**src/hw/rtl/tpsc_pkg.sv**
```systemverilog
// Shared types, widths and codes of the three-wheel speed controller.
package tpsc_pkg;

	localparam int NUM_WHEELS = 3;
	localparam int SPEED_BITS = 16;
	localparam int GAIN_W     = 16;
	localparam int PCT_W      = 7;
	localparam int DRIVE_W    = PCT_W + 1;
	localparam int INTEG_W    = 16;
	localparam int FRAC_W     = 8;
	localparam int ERR_W      = SPEED_BITS + 1;
	localparam int DIFF_W     = ERR_W + 1;
	localparam int PI_W       = GAIN_W + 1 + ERR_W;
	localparam int PD_W       = GAIN_W + 1 + DIFF_W;
	localparam int SUM_W      = PD_W + 1;
	localparam int LIM_W      = PCT_W + FRAC_W;
	localparam int CFG_IDX_W  = 3;
	localparam int CFG_DATA_W = 16;

	// commands
	localparam logic [2:0] CMD_TICK      = 3'd0;
	localparam logic [2:0] CMD_SET_ONE   = 3'd1;
	localparam logic [2:0] CMD_SET_ALL   = 3'd2;
	localparam logic [2:0] CMD_STOP      = 3'd3;
	localparam logic [2:0] CMD_RESET_ONE = 3'd4;
	localparam logic [2:0] CMD_RESET_ALL = 3'd5;
	localparam logic [2:0] CMD_ENABLE    = 3'd6;
	localparam logic [2:0] CMD_DISABLE   = 3'd7;

	// register indexes
	localparam logic [CFG_IDX_W-1:0] REG_GAIN_PROP   = 3'd0;
	localparam logic [CFG_IDX_W-1:0] REG_GAIN_INTEG  = 3'd1;
	localparam logic [CFG_IDX_W-1:0] REG_GAIN_DERIV  = 3'd2;
	localparam logic [CFG_IDX_W-1:0] REG_INTEG_LIMIT = 3'd3;
	localparam logic [CFG_IDX_W-1:0] REG_DEAD_ZONE   = 3'd4;
	localparam logic [CFG_IDX_W-1:0] REG_REF_MIN     = 3'd5;
	localparam logic [CFG_IDX_W-1:0] REG_REF_MAX     = 3'd6;

	typedef struct packed {
		logic [2:0]                   cmd;
		logic [1:0]                   wheel;
		logic signed [SPEED_BITS-1:0] ref_speed;
		logic                         unit_is_rps;
		logic signed [SPEED_BITS-1:0] meas_a;
		logic signed [SPEED_BITS-1:0] meas_b;
		logic signed [SPEED_BITS-1:0] meas_c;
	} tpsc_req_t;

	typedef struct packed {
		logic signed [DRIVE_W-1:0] drive_a;
		logic signed [DRIVE_W-1:0] drive_b;
		logic signed [DRIVE_W-1:0] drive_c;
		logic [NUM_WHEELS-1:0]     apply_mask;
		logic                      loop_on;
	} tpsc_rsp_t;

	// gain set shared by all wheels
	typedef struct packed {
		logic [GAIN_W-1:0] gain_prop;
		logic [GAIN_W-1:0] gain_integ;
		logic [GAIN_W-1:0] gain_deriv;
		logic [PCT_W-1:0]  integ_limit;
		logic [PCT_W-1:0]  dead_zone;
	} tpsc_gains_t;

	// per-wheel update strobes, at most one set
	typedef struct packed {
		logic tick;
		logic set_ref;
		logic zero_ref;
		logic clear;
	} tpsc_wctl_t;

endpackage

```
**src/hw/rtl/tpsc_wheel.sv**
```systemverilog
// One wheel's controller state and its PID update datapath.
module tpsc_wheel (
	input  logic                                   clk,
	input  logic                                   arst_n,
	input  tpsc_pkg::tpsc_wctl_t                   ctl,
	input  tpsc_pkg::tpsc_gains_t                  gains,
	input  logic signed [tpsc_pkg::SPEED_BITS-1:0] ref_val,
	input  logic signed [tpsc_pkg::SPEED_BITS-1:0] meas,
	output logic signed [tpsc_pkg::DRIVE_W-1:0]    drive_nxt
);
	import tpsc_pkg::*;

	logic signed [SPEED_BITS-1:0] ref_q;
	logic signed [INTEG_W-1:0]    integ_q;
	logic signed [ERR_W-1:0]      last_err_q;
	logic signed [DRIVE_W-1:0]    drive_q;

	logic signed [ERR_W-1:0]   err;
	logic signed [DIFF_W-1:0]  diff;
	logic signed [PI_W-1:0]    prod_i;
	logic signed [PI_W-1:0]    acc;
	logic signed [PI_W-1:0]    lim;
	logic signed [PI_W-1:0]    acc_c;
	logic signed [INTEG_W-1:0] integ_nxt;
	logic signed [INTEG_W+FRAC_W-1:0] integ_sh;
	logic signed [PI_W-1:0]    prod_p;
	logic signed [PD_W-1:0]    prod_d;
	logic signed [SUM_W-1:0]   sum;
	logic [SUM_W-1:0]          mag;
	logic [PCT_W-1:0]          pct;
	logic signed [DRIVE_W-1:0] drive_calc;

	always_comb begin
		err    = ERR_W'(ref_q) - ERR_W'(meas);
		diff   = DIFF_W'(err) - DIFF_W'(last_err_q);
		prod_i = PI_W'($signed({1'b0, gains.gain_integ})) * PI_W'(err);
		// arithmetic shift is the floor of the Q18.16 product
		acc    = PI_W'(integ_q) + (prod_i >>> FRAC_W);
		lim    = $signed({{(PI_W-LIM_W){1'b0}}, gains.integ_limit, {FRAC_W{1'b0}}});
		if (acc > lim) begin
			acc_c = lim;
		end else if (acc < -lim) begin
			acc_c = -lim;
		end else begin
			acc_c = acc;
		end
		integ_nxt = acc_c[INTEG_W-1:0];
		integ_sh  = $signed({integ_nxt, {FRAC_W{1'b0}}});
		prod_p    = PI_W'($signed({1'b0, gains.gain_prop})) * PI_W'(err);
		prod_d    = PD_W'($signed({1'b0, gains.gain_deriv})) * PD_W'(diff);
		sum       = SUM_W'(prod_p) + SUM_W'(integ_sh) + SUM_W'(prod_d);
		mag       = sum[SUM_W-1] ? SUM_W'(-sum) : SUM_W'(sum);
		// truncate toward zero to whole percent, saturate, then dead zone
		if (|mag[SUM_W-1:2*FRAC_W+PCT_W]) begin
			pct = '1;
		end else begin
			pct = mag[2*FRAC_W+PCT_W-1:2*FRAC_W];
		end
		if (pct <= gains.dead_zone) begin
			pct = '0;
		end
		drive_calc = sum[SUM_W-1] ? -$signed({1'b0, pct}) : $signed({1'b0, pct});
	end

	always_comb begin
		if (ctl.clear) begin
			drive_nxt = '0;
		end else if (ctl.tick) begin
			drive_nxt = drive_calc;
		end else begin
			drive_nxt = drive_q;
		end
	end

	always_ff @(posedge clk or negedge arst_n) begin
		if (!arst_n) begin
			ref_q      <= '0;
			integ_q    <= '0;
			last_err_q <= '0;
			drive_q    <= '0;
		end else begin
			drive_q <= drive_nxt;
			if (ctl.clear) begin
				ref_q      <= '0;
				integ_q    <= '0;
				last_err_q <= '0;
			end else if (ctl.tick) begin
				integ_q    <= integ_nxt;
				last_err_q <= err;
			end else if (ctl.set_ref) begin
				ref_q <= ref_val;
			end else if (ctl.zero_ref) begin
				ref_q <= '0;
			end
		end
	end

endmodule
```
**config.mk**
```make
export PLATFORM = sky130hd
export DESIGN_NAME = tpsc_wheel
export DESIGN_NICKNAME = d
export VERILOG_FILES = /design/src/hw/rtl/tpsc_pkg.sv /design/src/hw/rtl/tpsc_wheel.sv
export SDC_FILE = /design/constraint.sdc
export NUM_CORES = 2
export LEC_CHECK = 0
export ABC_AREA = 1
export BUFFER_PORTS_ARGS = -buffer_cell sky130_fd_sc_hd__buf_2
export CAP_MARGIN = 20
export CORE_MARGIN = 8
export CORE_UTILIZATION = 60
export DETAILED_ROUTE_END_ITERATION = 10
export PLACE_DENSITY = 0.75
export RECOVER_POWER = 50
export SLEW_MARGIN = 10
export SYNTH_ARGS = -nofsm -noshare
export SYNTH_HDL_FRONTEND = slang
export SYNTH_SLANG_ARGS = --single-unit
```
**constraint.sdc**
```tcl
create_clock -name clk -period 33.2 [get_ports clk]
set_input_delay 6.64 -clock clk [delete_from_list [all_inputs] [get_ports clk]]
set_output_delay 6.64 -clock clk [all_outputs]
set_load 0.03 [all_outputs]
```
==> impl_metrics.yaml <==
logic_synthesis:
  synthMuxAreaShare_pct: 0
  synth.top_cells.by_area: "fa_1, ha_1, inv_1"
  synth_cell_types: 54
  synth-adder-area-share_pct: 56.4
  syn_nets: 6277
  synth_top_family_by_area: "adder cells"
  synth_xor_area_share_pct: 1.98
  synth_compound_area_share_pct: 4.42
  synth_ff_type: "dfrtp_1"
  ys_async_sr_fraction_pct: 100
  yosysTopAreaCellShare_pct: 42.6
  syn_inst: 4938
  yosys.area_share.simple_pct: 19.8
  synthesis.area_sq_mm: 0.0384
  synth-seq-cells: 57
  synth_edf_count: 0
  synth_warnings: 0
  seq_area_frac_synth_pct: 3.72
  synth_largest_area_cell: "fa_1"
  syn_area_per_cell_sq_um: 7.78
final_layout:
  fin_util_pct: 65.7
  finalNonFillerCells: 5892
  layout.nets: 6376
  syn_to_final_growth_pct: 8.10
  mostFrequentLayoutCell: "inv_1"
  layout-drive-gt1-share_pct: 9.22
  fillers: 5376
  seq_area_sq_mm: 0.00143
  stdcell_area_sq_mm: 0.0415
  multiInputGateArea_sq_mm: 0.0325
  final_cell_mix: "inv_1, nand2_1, fa_1, nor2_1, ha_1"
routing:
  drc: 0
  vias: 32300
  avgViaCountPerCell: 5.49
  drt_iter0_drc: 2891
  wl_per_cell_um: 18.8
  dr.pass1.iters: 6
  drtAntennaViolNets: 0
  drt-total-wl_um: 111000
place:
  place_ws_ps: 145
  dpl_cell_area_sq_mm: 0.0401
  place_congestion: 0.989
  dp.cells: 5844
  dp_hpwl_um: 95600
  numPortBuffers: 107
setup_path:
  crit_fanout: 7
  critPathRequiredTime_ps: 26560
  cp.arrival_ps: 25510
  setup.worst_path.start_class: "primary input"
  cp_slowest_cell: "fa_1"
  worstSetupStartpoint: "meas[0]"
  r2r_start: "ref_q[0]"
  cpPeakStageDelay_ps: 610
  r2r_slack_ps: 13990
  worstSetupPathType: "in2out"
  crit_top_cell: "nand2_1"
  crit_path_end_kind: "primary output"
floorplanning:
  die_w_um: 269
  design.core.area_sq_mm: 0.0632
  start_util_pct: 60.8
  die_area_sq_mm: 0.0723
  ios: 108
  rows: 92
  die_y_um: 269
global_routing:
  grt_pass1_vias: 33400
  grt_usage_pct: 31.8
  grt_overflow: 0
  grt_use_met3_pct: 7.77
  grt_use_met1_pct: 44.6
  antenna_found_initial: 3
  grt_pass1_wl_um: 179000
  grt_max_degree: 58
  busiest_layer: "met2"
  grt_use_met2_pct: 48.3
clock_network:
  clock_latency_ps: 360
  cts_buffer_depth: 2
  cts_hold_buf: 0
  root_buffer: "clkbuf_16"
  htree_levels: 3
  clkSinkCount: 57
  tritoncts: "done"
  cts_made_buffers: 9
  clk_pin_slew_worst_paths_ps: 50
timing:
  maxSlewHeadroom_pct: -131
  period_share_pct: 96.8
  min_period_ps: 32150
  setup_viol: 0
  worst_pin_slew_ps: 3470
  setup_slack_ps: 1050
  fin_skew_ps: 12.7
  hold_viol_final: 0
  slew_viol_final: 92
  fmax_mhz: 31.1
min_path:
  min_from: "drive_q[3]"
  min_path_type: "reg2reg"
status:
  violations: "max-capacitance violations, max-slew violations"
  status: "finished with violations"
run:
  maxCapViolations: 2
==> path summary, 6_finish.rpt <==
check | to | cells after the start
worst max-delay path | drive_nxt[5] | 113
worst min-delay path | drive_q[3] | 2
worst max register to register | drive_q[4] | 114
worst min register to register | drive_q[3] | 2
max in group asynchronous | drive_q[4] | 2
min in group asynchronous | ref_q[1] | 2
==> flip-flops by register name, indices dropped and copies added (netlist names) <==
| register | flops |
|---|---|
| integ_q | 16 |
| last_err_q | 17 |
| ref_q | 16 |
| drive_q | 8 |
==> cell type report <==
type | count | area share, %
Clock buffer | 11 | 0.585
Antenna cell | 4 | 0.0241
Clock inverter | 5 | 0.133
Tap cell | 846 | 2.55
Sequential cell | 57 | 3.44
Multi-Input combinational cell | 3477 | 78.4
Timing Repair Buffer | 212 | 3.30
Inverter | 1280 | 11.6
==> kinds of logic after synthesis <==
logic type,Yosys count
buffers and inverters,1404
AOI/OAI and AO/OA,301
and+or+nand+nor,1851
adders and majority gates,1239
xor gates and xnor gates,86
DFF,57
==> what timing repair did <==
item	CTS	global route
endpoints found under the setup margin	0	8
buffers inserted	0	28
gates resized for setup	0	232
==> metal layers <==
metal  share of wire, %  wire [um]
met1                 41      45700
met2                 44      48600
met3                 11      12300
met4                3.9       4300
met5              0.021         23
==> metrics by stage <==
stage,TNS [ps],hold WS [ps]
6_report,0,475
5_1_grt,-802,501
4_1_cts,0,483
3_5_place_dp,0,466
3_3_place_gp,0,454
2_1_floorplan,0,459
==> worst max-delay path: cells and delay by family <==
family          cells  cell delay (ps)
compound gates     17             2390
xor+xnor            3              620
fa+ha+maj          21             8830
buf+inv            22             2170
simple gates       50             4820
==> cell usage after synthesis (12+ instances only) <==
master    count
dfrtp_1      57
nand2_2      15
clkinv_1     18
ha_1        422
a21oi_1     129
xor2_1       55
o21bai_1     12
nand4_1      37
clkbuf_1    116
fa_1        817
nor2_1      520
o22ai_1      18
nor3_1       31
or2_2        26
nand3_1     161
o21ai_0      88
xnor2_1      30
nand2_1    1020
inv_1      1250
inv_2        12
Power is left out: the tool's default activity adds up to more than one toggle a clock period on the data nets, which glitch-free logic cannot reach.
